<file path="src/design/rlt_pkg.sv">
// ---------------------------------------------------------------------------
// Registration lifetime table - shared definitions
// Action and result codes, the table entry layout and the id generator step.
// ---------------------------------------------------------------------------
package rlt_pkg;

   // request actions
   localparam logic [2:0] ACT_REGISTER = 3'd0;
   localparam logic [2:0] ACT_UPDATE   = 3'd1;
   localparam logic [2:0] ACT_QUERY    = 3'd2;
   localparam logic [2:0] ACT_TICK     = 3'd3;
   localparam logic [2:0] ACT_CLEAR    = 3'd4;

   // result kinds
   localparam logic [1:0] KIND_REQUEST = 2'd0;
   localparam logic [1:0] KIND_QUERY   = 2'd1;
   localparam logic [1:0] KIND_DONE    = 2'd2;
   localparam logic [1:0] KIND_FULL    = 2'd3;

   localparam logic [15:0] INFINITE_LIFETIME = 16'hffff;
   localparam logic [15:0] THRESHOLD_RESET   = 16'd5;
   localparam logic [31:0] LFSR_TOGGLE       = 32'h8020_0003;
   localparam logic [31:0] LFSR_SEED         = 32'd1;

   // one table entry
   typedef struct packed {
      logic [31:0] dest;
      logic [31:0] coa;
      logic [31:0] id;
      logic [15:0] original;
      logic [15:0] remaining;
   } entry_type;

   // Galois step, right shift; the all-zero state is forced back to one
   function automatic logic [31:0] lfsr_step(input logic [31:0] cur);
      logic [31:0] nxt;
      nxt = {1'b0, cur[31:1]};
      if (cur[0]) begin
         nxt = nxt ^ LFSR_TOGGLE;
      end
      if (nxt == 32'd0) begin
         nxt = LFSR_SEED;
      end
      return nxt;
   endfunction

endpackage

</file>
<file path="src/design/rlt_table.sv">
// ---------------------------------------------------------------------------
// Registration lifetime table - entry memory
// One write port and one read port with registered read data.
// ---------------------------------------------------------------------------
module rlt_table #(
   parameter int TABLE_DEPTH = 16,
   parameter int IDX_W       = 4
) (
   input  logic                  clock,
   input  logic                  wr_en,
   input  logic [IDX_W-1:0]      wr_addr,
   input  rlt_pkg::entry_type    wr_data,
   input  logic [IDX_W-1:0]      rd_addr,
   output rlt_pkg::entry_type    rd_data
);
   import rlt_pkg::*;

   entry_type mem [TABLE_DEPTH];
   entry_type rd_data_ff;

   // write port
   always_ff @(posedge clock) begin
      if (wr_en) begin
         mem[wr_addr] <= wr_data;
      end
   end

   // read port, old data on a same-address collision
   always_ff @(posedge clock) begin
      rd_data_ff <= mem[rd_addr];
   end

   assign rd_data = rd_data_ff;

endmodule

</file>
<file path="src/design/rlt_idgen.sv">
// ---------------------------------------------------------------------------
// Registration lifetime table - identification generator
// 32-bit LFSR; the offered id is the next state minus one.
// ---------------------------------------------------------------------------
module rlt_idgen (
   input  logic        clock,
   input  logic        reset,
   input  logic        draw,
   output logic [31:0] next_id
);
   import rlt_pkg::*;

   logic [31:0] lfsr_ff;
   logic [31:0] lfsr_in;
   logic [31:0] lfsr_nxt;

   // next state and the id it yields
   always_comb begin
      lfsr_nxt = lfsr_step(lfsr_ff);
      lfsr_in  = draw ? lfsr_nxt : lfsr_ff;
      next_id  = lfsr_nxt - 32'd1;
   end

   always_ff @(posedge clock) begin
      if (reset) begin
         lfsr_ff <= LFSR_SEED;
      end else begin
         lfsr_ff <= lfsr_in;
      end
   end

endmodule

</file>
<file path="src/design/rlt_seq.sv">
// ---------------------------------------------------------------------------
// Registration lifetime table - sequencer
// Walks the packed entries once per request through one compare/update unit,
// then finishes the request and drives the result register.
// ---------------------------------------------------------------------------
module rlt_seq #(
   parameter int TABLE_DEPTH = 16,
   parameter int IDX_W       = 4,
   parameter int CNT_W       = 5
) (
   input  logic                  clock,
   input  logic                  reset,
   // request channel
   input  logic                  req_valid,
   output logic                  req_stall,
   input  logic [2:0]            req_action,
   input  logic [31:0]           req_agent_address,
   input  logic [31:0]           req_care_of_address,
   input  logic [15:0]           req_lifetime,
   input  logic [31:0]           req_reply_id,
   // result channel
   output logic                  rsp_valid,
   input  logic                  rsp_stall,
   output logic [1:0]            rsp_kind,
   output logic [31:0]           rsp_dest_address,
   output logic [31:0]           rsp_request_coa,
   output logic [15:0]           rsp_request_lifetime,
   output logic [31:0]           rsp_request_id,
   output logic                  rsp_found,
   output logic                  rsp_last,
   // threshold
   input  logic [15:0]           renew_threshold,
   // table
   output logic                  wr_en,
   output logic [IDX_W-1:0]      wr_addr,
   output rlt_pkg::entry_type    wr_data,
   output logic [IDX_W-1:0]      rd_addr,
   input  rlt_pkg::entry_type    rd_data,
   // id generator
   output logic                  draw,
   input  logic [31:0]           next_id
);
   import rlt_pkg::*;

   localparam logic [1:0] ST_IDLE   = 2'd0;
   localparam logic [1:0] ST_SCAN   = 2'd1;
   localparam logic [1:0] ST_FINISH = 2'd2;

   localparam logic [CNT_W-1:0] FULL_COUNT = CNT_W'(TABLE_DEPTH);

   logic [1:0]       state_ff,     state_in;
   logic [IDX_W-1:0] idx_ff,       idx_in;
   logic [CNT_W-1:0] fill_ff,      fill_in;
   logic [2:0]       act_ff,       act_in;
   logic [31:0]      agent_ff,     agent_in;
   logic [31:0]      coa_ff,       coa_in;
   logic [15:0]      life_ff,      life_in;
   logic [31:0]      rid_ff,       rid_in;
   logic             match_ff,     match_in;
   logic [IDX_W-1:0] match_idx_ff, match_idx_in;
   logic             found_ff,     found_in;

   logic             rsp_valid_ff;
   logic [1:0]       kind_ff;
   logic [31:0]      dest_ff;
   logic [31:0]      rcoa_ff;
   logic [15:0]      rlife_ff;
   logic [31:0]      rid_out_ff;
   logic             found_out_ff;
   logic             last_ff;

   logic             out_free;
   logic             emit;
   logic [1:0]       o_kind;
   logic [31:0]      o_dest;
   logic [31:0]      o_coa;
   logic [15:0]      o_life;
   logic [31:0]      o_id;
   logic             o_found;
   logic             o_last;

   logic [CNT_W-1:0] idx_next;
   logic             scan_last;
   logic             advance;
   logic [15:0]      dec;
   logic [15:0]      diff;
   logic [15:0]      upd;
   logic             req_accept;

   assign req_accept = req_valid && (state_ff == ST_IDLE);
   assign req_stall  = (state_ff != ST_IDLE);
   assign out_free   = !rsp_valid_ff || !rsp_stall;

   // sequencer and shared entry unit
   always_comb begin
      state_in     = state_ff;
      idx_in       = idx_ff;
      fill_in      = fill_ff;
      act_in       = act_ff;
      agent_in     = agent_ff;
      coa_in       = coa_ff;
      life_in      = life_ff;
      rid_in       = rid_ff;
      match_in     = match_ff;
      match_idx_in = match_idx_ff;
      found_in     = found_ff;

      rd_addr = '0;
      wr_en   = 1'b0;
      wr_addr = idx_ff;
      wr_data = rd_data;
      draw    = 1'b0;

      emit    = 1'b0;
      o_kind  = KIND_DONE;
      o_dest  = 32'd0;
      o_coa   = 32'd0;
      o_life  = 16'd0;
      o_id    = 32'd0;
      o_found = 1'b0;
      o_last  = 1'b1;

      idx_next  = CNT_W'(idx_ff) + CNT_W'(1);
      scan_last = (idx_next == fill_ff);
      advance   = 1'b1;
      dec       = rd_data.remaining - 16'd1;
      diff      = rd_data.original - life_ff;
      upd       = rd_data.remaining - diff;

      unique case (state_ff)
         ST_IDLE: begin
            if (req_accept) begin
               act_in   = req_action;
               agent_in = req_agent_address;
               coa_in   = req_care_of_address;
               life_in  = req_lifetime;
               rid_in   = req_reply_id;
               idx_in   = '0;
               match_in = 1'b0;
               found_in = 1'b0;
               if (fill_ff != '0 && req_action <= ACT_TICK) begin
                  state_in = ST_SCAN;
               end else begin
                  state_in = ST_FINISH;
               end
            end
         end

         ST_SCAN: begin
            // rd_data holds the entry at idx_ff
            unique case (act_ff)
               ACT_REGISTER: begin
                  if (rd_data.dest == agent_ff && rd_data.coa == coa_ff) begin
                     match_in     = 1'b1;
                     match_idx_in = idx_ff;
                  end
               end
               ACT_UPDATE: begin
                  if (rd_data.id == rid_ff) begin
                     wr_en             = 1'b1;
                     wr_data.remaining = upd;
                  end
               end
               ACT_QUERY: begin
                  if (rd_data.coa == coa_ff) begin
                     found_in = 1'b1;
                  end
               end
               ACT_TICK: begin
                  if (rd_data.original != INFINITE_LIFETIME) begin
                     if (dec <= renew_threshold) begin
                        // renewal needs the result register
                        if (out_free) begin
                           draw              = 1'b1;
                           wr_en             = 1'b1;
                           wr_data.id        = next_id;
                           wr_data.remaining = rd_data.original;
                           emit              = 1'b1;
                           o_kind            = KIND_REQUEST;
                           o_dest            = rd_data.dest;
                           o_coa             = rd_data.coa;
                           o_life            = rd_data.original;
                           o_id              = next_id;
                           o_last            = 1'b0;
                        end else begin
                           advance = 1'b0;
                        end
                     end else begin
                        wr_en             = 1'b1;
                        wr_data.remaining = dec;
                     end
                  end
               end
               default: begin
               end
            endcase

            if (!advance) begin
               rd_addr = idx_ff;
            end else if (scan_last) begin
               state_in = ST_FINISH;
            end else begin
               idx_in  = IDX_W'(idx_next);
               rd_addr = IDX_W'(idx_next);
            end
         end

         ST_FINISH: begin
            if (out_free) begin
               emit     = 1'b1;
               state_in = ST_IDLE;
               unique case (act_ff)
                  ACT_REGISTER: begin
                     if (!match_ff && fill_ff == FULL_COUNT) begin
                        o_kind = KIND_FULL;
                     end else begin
                        draw          = 1'b1;
                        wr_en         = 1'b1;
                        wr_data.dest      = agent_ff;
                        wr_data.coa       = coa_ff;
                        wr_data.id        = next_id;
                        wr_data.original  = life_ff;
                        wr_data.remaining = life_ff;
                        if (match_ff) begin
                           wr_addr = match_idx_ff;
                        end else begin
                           wr_addr = IDX_W'(fill_ff);
                           fill_in = fill_ff + CNT_W'(1);
                        end
                        o_kind = KIND_REQUEST;
                        o_dest = agent_ff;
                        o_coa  = coa_ff;
                        o_life = life_ff;
                        o_id   = next_id;
                     end
                  end
                  ACT_QUERY: begin
                     o_kind  = KIND_QUERY;
                     o_found = found_ff;
                  end
                  ACT_CLEAR: begin
                     fill_in = '0;
                  end
                  default: begin
                  end
               endcase
            end
         end

         default: begin
            state_in = ST_IDLE;
         end
      endcase
   end

   // control state
   always_ff @(posedge clock) begin
      if (reset) begin
         state_ff     <= ST_IDLE;
         fill_ff      <= '0;
         rsp_valid_ff <= 1'b0;
      end else begin
         state_ff <= state_in;
         fill_ff  <= fill_in;
         if (emit) begin
            rsp_valid_ff <= 1'b1;
         end else if (!rsp_stall) begin
            rsp_valid_ff <= 1'b0;
         end
      end
   end

   // request fields and scan progress
   always_ff @(posedge clock) begin
      idx_ff       <= idx_in;
      act_ff       <= act_in;
      agent_ff     <= agent_in;
      coa_ff       <= coa_in;
      life_ff      <= life_in;
      rid_ff       <= rid_in;
      match_ff     <= match_in;
      match_idx_ff <= match_idx_in;
      found_ff     <= found_in;
   end

   // result register, loaded on each transfer slot
   always_ff @(posedge clock) begin
      if (emit) begin
         kind_ff      <= o_kind;
         dest_ff      <= o_dest;
         rcoa_ff      <= o_coa;
         rlife_ff     <= o_life;
         rid_out_ff   <= o_id;
         found_out_ff <= o_found;
         last_ff      <= o_last;
      end
   end

   assign rsp_valid            = rsp_valid_ff;
   assign rsp_kind             = kind_ff;
   assign rsp_dest_address     = dest_ff;
   assign rsp_request_coa      = rcoa_ff;
   assign rsp_request_lifetime = rlife_ff;
   assign rsp_request_id       = rid_out_ff;
   assign rsp_found            = found_out_ff;
   assign rsp_last             = last_ff;

endmodule

</file>
<file path="src/design/registration_lifetime_table_top.sv">
// ---------------------------------------------------------------------------
// Registration lifetime table - top level
// Table of pending registrations with lifetimes, ids and renewal on tick.
// ---------------------------------------------------------------------------
// Usage:
//  req_*  : one request per transfer (register, reply update, query, tick,
//           clear). req_stall stays high while a request is being worked on.
//  rsp_*  : one or more results per request; rsp_last marks the final one.
//           A tick gives one request result per renewed entry, then done.
//  csr_*  : write of renew_threshold; csr_ready is always high. Write only
//           while no request is in flight.
// Sequence: a request that walks N entries (register, update, query and tick
//  walk the filled entries; clear, unused codes and an empty table walk none)
//  passes each of them in turn through the shared compare/update unit, then
//  takes a finish step that loads its final result. The input reopens once
//  that finish step is done, so no new request is taken before the last
//  one is through. The entry walk through the single table read port sets
//  the request spacing. One request is in flight at a time.
// Stalls: when rsp_stall holds a result, the walk pauses at the next entry
//  that has to produce a result, and resumes once the register frees up.
// Reset: synchronous; empties the table, reloads the id LFSR with one and
//  sets the threshold to 5. No clearing pass is needed.
// ---------------------------------------------------------------------------
module registration_lifetime_table_top #(
   parameter int TABLE_DEPTH = 16
) (
   input  logic        clock,
   input  logic        reset,
   // request channel
   input  logic        req_valid,
   output logic        req_stall,
   input  logic [2:0]  req_action,
   input  logic [31:0] req_agent_address,
   input  logic [31:0] req_care_of_address,
   input  logic [15:0] req_lifetime,
   input  logic [31:0] req_reply_id,
   // result channel
   output logic        rsp_valid,
   input  logic        rsp_stall,
   output logic [1:0]  rsp_kind,
   output logic [31:0] rsp_dest_address,
   output logic [31:0] rsp_request_coa,
   output logic [15:0] rsp_request_lifetime,
   output logic [31:0] rsp_request_id,
   output logic        rsp_found,
   output logic        rsp_last,
   // threshold write
   input  logic        csr_valid,
   output logic        csr_ready,
   input  logic [15:0] csr_data
);
   import rlt_pkg::*;

   localparam int IDX_W = (TABLE_DEPTH > 1) ? $clog2(TABLE_DEPTH) : 1;
   localparam int CNT_W = $clog2(TABLE_DEPTH + 1);

   logic [15:0]      threshold_ff;
   logic             wr_en;
   logic [IDX_W-1:0] wr_addr;
   entry_type        wr_data;
   logic [IDX_W-1:0] rd_addr;
   entry_type        rd_data;
   logic             draw;
   logic [31:0]      next_id;

   // threshold register
   assign csr_ready = 1'b1;

   always_ff @(posedge clock) begin
      if (reset) begin
         threshold_ff <= THRESHOLD_RESET;
      end else if (csr_valid && csr_ready) begin
         threshold_ff <= csr_data;
      end
   end

   rlt_table #(
      .TABLE_DEPTH (TABLE_DEPTH),
      .IDX_W       (IDX_W)
   ) u_table (
      .clock   (clock),
      .wr_en   (wr_en),
      .wr_addr (wr_addr),
      .wr_data (wr_data),
      .rd_addr (rd_addr),
      .rd_data (rd_data)
   );

   rlt_idgen u_idgen (
      .clock   (clock),
      .reset   (reset),
      .draw    (draw),
      .next_id (next_id)
   );

   rlt_seq #(
      .TABLE_DEPTH (TABLE_DEPTH),
      .IDX_W       (IDX_W),
      .CNT_W       (CNT_W)
   ) u_seq (
      .clock                (clock),
      .reset                (reset),
      .req_valid            (req_valid),
      .req_stall            (req_stall),
      .req_action           (req_action),
      .req_agent_address    (req_agent_address),
      .req_care_of_address  (req_care_of_address),
      .req_lifetime         (req_lifetime),
      .req_reply_id         (req_reply_id),
      .rsp_valid            (rsp_valid),
      .rsp_stall            (rsp_stall),
      .rsp_kind             (rsp_kind),
      .rsp_dest_address     (rsp_dest_address),
      .rsp_request_coa      (rsp_request_coa),
      .rsp_request_lifetime (rsp_request_lifetime),
      .rsp_request_id       (rsp_request_id),
      .rsp_found            (rsp_found),
      .rsp_last             (rsp_last),
      .renew_threshold      (threshold_ff),
      .wr_en                (wr_en),
      .wr_addr              (wr_addr),
      .wr_data              (wr_data),
      .rd_addr              (rd_addr),
      .rd_data              (rd_data),
      .draw                 (draw),
      .next_id              (next_id)
   );

endmodule

</file>
<file path="config.mk">
export PLATFORM = sky130hd
export DESIGN_NAME = registration_lifetime_table_top
export DESIGN_NICKNAME = d
export VERILOG_FILES = /design/src/design/rlt_pkg.sv /design/src/design/rlt_table.sv /design/src/design/rlt_idgen.sv /design/src/design/rlt_seq.sv /design/src/design/registration_lifetime_table_top.sv
export SDC_FILE = /design/constraint.sdc
export NUM_CORES = 2
export LEC_CHECK = 0
export BUFFER_PORTS_ARGS = -buffer_cell sky130_fd_sc_hd__buf_2
export CORE_ASPECT_RATIO = 1.5
export CORE_MARGIN = 8
export CORE_UTILIZATION = 60
export CTS_BUF_LIST = sky130_fd_sc_hd__clkbuf_4 sky130_fd_sc_hd__clkbuf_8
export DETAILED_ROUTE_END_ITERATION = 10
export GPL_TIMING_DRIVEN = 0
export HOLD_SLACK_MARGIN = 0.08
export PLACE_DENSITY = 0.8
export SLEW_MARGIN = 20
export SYNTH_ARGS = -nofsm -noshare
export SYNTH_HDL_FRONTEND = slang
export SYNTH_SLANG_ARGS = --single-unit
</file>
<file path="constraint.sdc">
create_clock -name clock -period 15.27 [get_ports clock]
set_clock_uncertainty 0.2 [all_clocks]
set_input_delay 0.7635 -clock clock [delete_from_list [all_inputs] [get_ports clock]]
set_output_delay 0.7635 -clock clock [all_outputs]
set_load 0.02 [all_outputs]
</file>
==> summary.md <==
| Metric | Value |
|---|---|
| Status | `finished, final reports clean` |
| Hold-fix buffers, CTS | `between 100 and 150` |
| Area Overhead vs Synth | `16.10%` |
| Top post-synthesis cells by area | `edfxtp_1, mux2i_1, nand2_1` |
| Endpoints failing hold | `0` |
| Placeable core area | `164,000 um^2` |
| Mapped Cells | `about 6.6k` |
| TritonCTS buffer count | `about 360` |
| Hold EP | `u_seq.agent_ff[8]` |
| IO Port Bufs | `251` |
| Setup CP Type | `reg2reg` |
| Crit path cell chain | `inv_1 -> ha_1 -> nand4_1 -> nor3_1 -> nand4_1 -> xnor2_1 -> ha_1 -> nand2_1 -> nor2_1 -> a211oi_1 -> nand4_1 -> a21boi_4 -> mux2i_4 -> buf_2 -> buf_2 -> buf_4 -> buf_1 -> a21oi_1 -> a211oi_1` |
| Minimum clock period | `8.594 ns` |
| Detail Route Antenna Nets | `0` |
| Starting Density | `0.6045` |
| Crit Path Max Fanout | `11` |
| Depth of the most critical reg-to-reg path | `19` |
| Top FF cell, synth | `edfxtp_1` |
| Largest area contributor in the netlist | `edfxtp_1` |
| Initial DRT Pass Iterations | `7` |
| Largest net degree at the start of global routing | `slightly below 50` |
| YS warnings | `0` |
| Worst Path Required | `approximately 16 ns` |
| Avg WL per Cell | `between 30 and 40 um` |
| DRC errors left | `0` |
| Worst hold path startpoint | `req_agent_address[8]` |
| Async SR Flop Fraction | `0` |
| Hold-critical path depth | `2` |
| Number of global-route vias before repair | `between 60k and 70k` |
| Worst-Skew Late Latency | `1.09 ns` |
| I/O Pins | `around 260` |
| Setup slack, reg-to-reg | `6.68 ns` |
| Lkg Pwr | `about 42 nW` |
| GRT overflow | `0` |
| Pwr per Cell Area | `roughly 120 nW/um^2` |
| Clock Sinks | `2,473` |
| Avg Cell Area, Syn | `about 15 um^2` |
| Slew Viols, Final | `0` |
| Site row count | `~180` |
| Peak supply drop | `around 0.00012 V` |
| First-pass GRT wire length | `approximately 440,000 um` |
| Post-synth EDFFs | `approximately 2.3k` |
| Drt total wl | `314,100 um` |
| Worst hold path class | `in2reg` |
| Crit-path most repeated cell | `nand4_1` |
| R2R Path End | `u_table.rd_data[52]` |
| Count leader, synth | `edfxtp_1` |
| Via density | `about 6.6` |
| Fin Setup TNS | `0 ns` |
| Postcts setup bufs | `0` |
| Fin nets | `7,735` |
| DR vias | `around 66k` |
| CTS H-tree depth | `5` |
| Layout cells sized above 1 | `0.1689` |
| Fmax | `around 120 MHz` |
| CTS Buffer Depth | `4` |
| Slew @ Worst Pin | `between 1 and 1.5 ns` |
| Synth cell count leaders | `edfxtp_1, nand2_1, mux2i_1` |
| Clock transition at path regs | `about 0.080 ns` |
| Post-CTS sizing | `0` |
| Post-synthesis sequential area ratio | `0.7307` |
| CTS tree | `yes` |
| Max-cap violations | `0` |
| Unique cell type count in the Yosys netlist | `80` |
| RSZ-0062 raised after global routing | `no` |
| R2R Path Start | `u_table.rd_data[0]` |
| Final setup fails | `0` |
| Synth top area share | `0.6935` |
| Final Cycle Share | `0.5628` |
| Die area | `178,700 um^2` |
| DIE HEIGHT | `between 500 and 600 um` |
| #FFs+latches synth | `between 2k and 2.5k` |
| Post-place setup slack | `~7 ns` |
| Final setup margin | `about 6.7 ns` |
| Root Buffer | `clkbuf_8` |
| CP startpoint kind | `flop` |
| Worst stage delay on the critical path | `~0.91 ns` |
| Initial drt markers | `between 8k and 9k` |
| Syn nets | `between 6k and 7k` |
| WP data arrival | `9.22 ns` |
| HPWL after detailed placement | `~220,000 um` |
| Slowest-stage cell, CP | `a211oi_1` |
| Initial antenna violation count | `27` |
| Chip width | `about 350 um` |
| Total track usage | `0.3411` |
| RD Place Congestion | `roughly 0.95` |
| Max-slew headroom | `0.09243` |
| Crit end category | `flop` |
| Cell area after synthesis | `99,110 um^2` |
| Filler Cell Count | `roughly 10k` |
[flip-flops by register name, indices dropped and copies added, names as in the netlist]
register	count
u_seq.agent_ff	32
u_seq.act_ff	3
u_seq.coa_ff	32
u_seq.rsp_found	1
u_seq.rsp_kind	2
u_seq.rsp_dest_address	32
u_seq.idx_ff	4
u_seq.rsp_request_lifetime	16
u_seq.rsp_request_coa	32
u_seq.life_ff	16
u_seq.match_idx_ff	4
u_table.mem	2048
u_seq.rid_ff	32
u_seq.state_ff	2
u_idgen.lfsr_ff	32
threshold_ff	16
u_seq.fill_ff	5
u_seq.rsp_request_id	32
u_seq.rsp_last	1
u_seq.found_ff	1
u_seq.match_ff	1
u_table.rd_data	128
u_seq.rsp_valid	1
[metal layers]
metal | up-vias | GRT usage | routed length (um)
met5 | - | 0 | 89
met4 | 12 | 0.2124 | 23100
met3 | 1181 | 0.1061 | 42980
met2 | 5541 | 0.5412 | 144800
met1 | 32030 | 0.4079 | 103100
li1 | 27070 | - | -
[placed cells by master (no fill, tap or decap), types with 35 or more instances in the layout]
master and instances:
a21oi_1 132, clkinv_2 55, xor2_1 42, a21o_1 36, buf_12 56, clkbuf_8 390
nand4_1 37, mux2_2 92, o22ai_1 82, inv_1 94, nor2_1 121, a31o_2 44
clkbuf_1 217, a32oi_1 35, nand3_1 269, o21ai_0 46, dfxtp_1 184, o221ai_1 37
a21boi_0 77, xnor2_1 119, clkinv_1 67, a22o_1 74, clkbuf_4 107, buf_2 378
ha_1 40, nand2_1 1155, buf_16 74, dlygate4sd3_1 142, edfxtp_1 2289, a211oi_1 222
mux2i_1 619, and3_1 69
[per-stage QoR]
step / power [mW] / util / hold WS, ns / area [um^2] / cells
final: 13.39 / 0.7018 / 0.1857 / 115100 / 9952
after detailed placement: 8.150 / 0.6493 / 0.2354 / 106500 / 9153
after CTS: 13.35 / 0.7014 / 0.1049 / 115000 / 9937
after floorplan: 7.910 / - / 0.2244 / 99110 / 6645
after global placement: 8.132 / 0.6283 / 0.2416 / 103000 / 9012
after global routing: 13.68 / 0.7016 / 0.1507 / 115000 / 9940
[power breakdown]
group	internal (mW)	switching, mW
registers	7.47	0.0495
clock network	2.80	2.52
logic	0.163	0.387
total	10.4	2.95
[worst max-delay path by stage]
stage	cells after the start	end	slack, ns	start
after floorplan	16	u_seq.rsp_dest_address[0]	2.48	u_table.rd_data[7]
after global placement	17	u_seq.rsp_request_coa[11]	-4.73	u_table.rd_data[0]
after detailed placement	19	u_table.rd_data[36]	7.10	u_table.rd_data[0]
after CTS	19	u_table.rd_data[44]	7.10	u_table.rd_data[0]
after global routing	19	u_table.rd_data[52]	6.63	u_table.rd_data[0]
final	19	u_table.rd_data[52]	6.68	u_table.rd_data[0]
[kinds of logic (layout without fill, tap and decap cells)]
group,Yosys count,in the layout,share of synthesized area
other,1,15,0.00003784
XOR/XNOR,161,161,0.01423
buffers and inverters,483,1660,0.02088
flip-flops,2473,2473,0.7307
AO/OA/AOI/OAI,940,940,0.06971
AND/OR/NAND/NOR,1790,1790,0.07706
adder cells (fa/ha/maj),55,55,0.008079
multiplexers,742,742,0.07933
[cell type report]
cell class                 count  area (um^2)  area share
sequential                  2473        72420      0.6294
multi-input combinational   3689        24810      0.2156
timing repair buffer         535         5952     0.05173
tap                         2116         2648     0.02301
clock buffer                 496         6163     0.05356
clock inverter               146        965.9    0.008394
inverter                      94        352.8    0.003066
buffer                       389         1724     0.01498
antenna                       14        35.03   0.0003045
[worst max-delay path, delay by kind of cell, from the launching register on]
kind                     cells  cell delay, ns
buffers and inverters        5            2.42
AND/OR/NAND/NOR              6            1.98
AO/OA/AOI/OAI                4            1.98
adder cells (fa/ha/maj)      2            0.57
flip-flops                   1            0.48
multiplexers                 1            0.41
XOR/XNOR                     1            0.34
(Power assumes the default switching activity.)
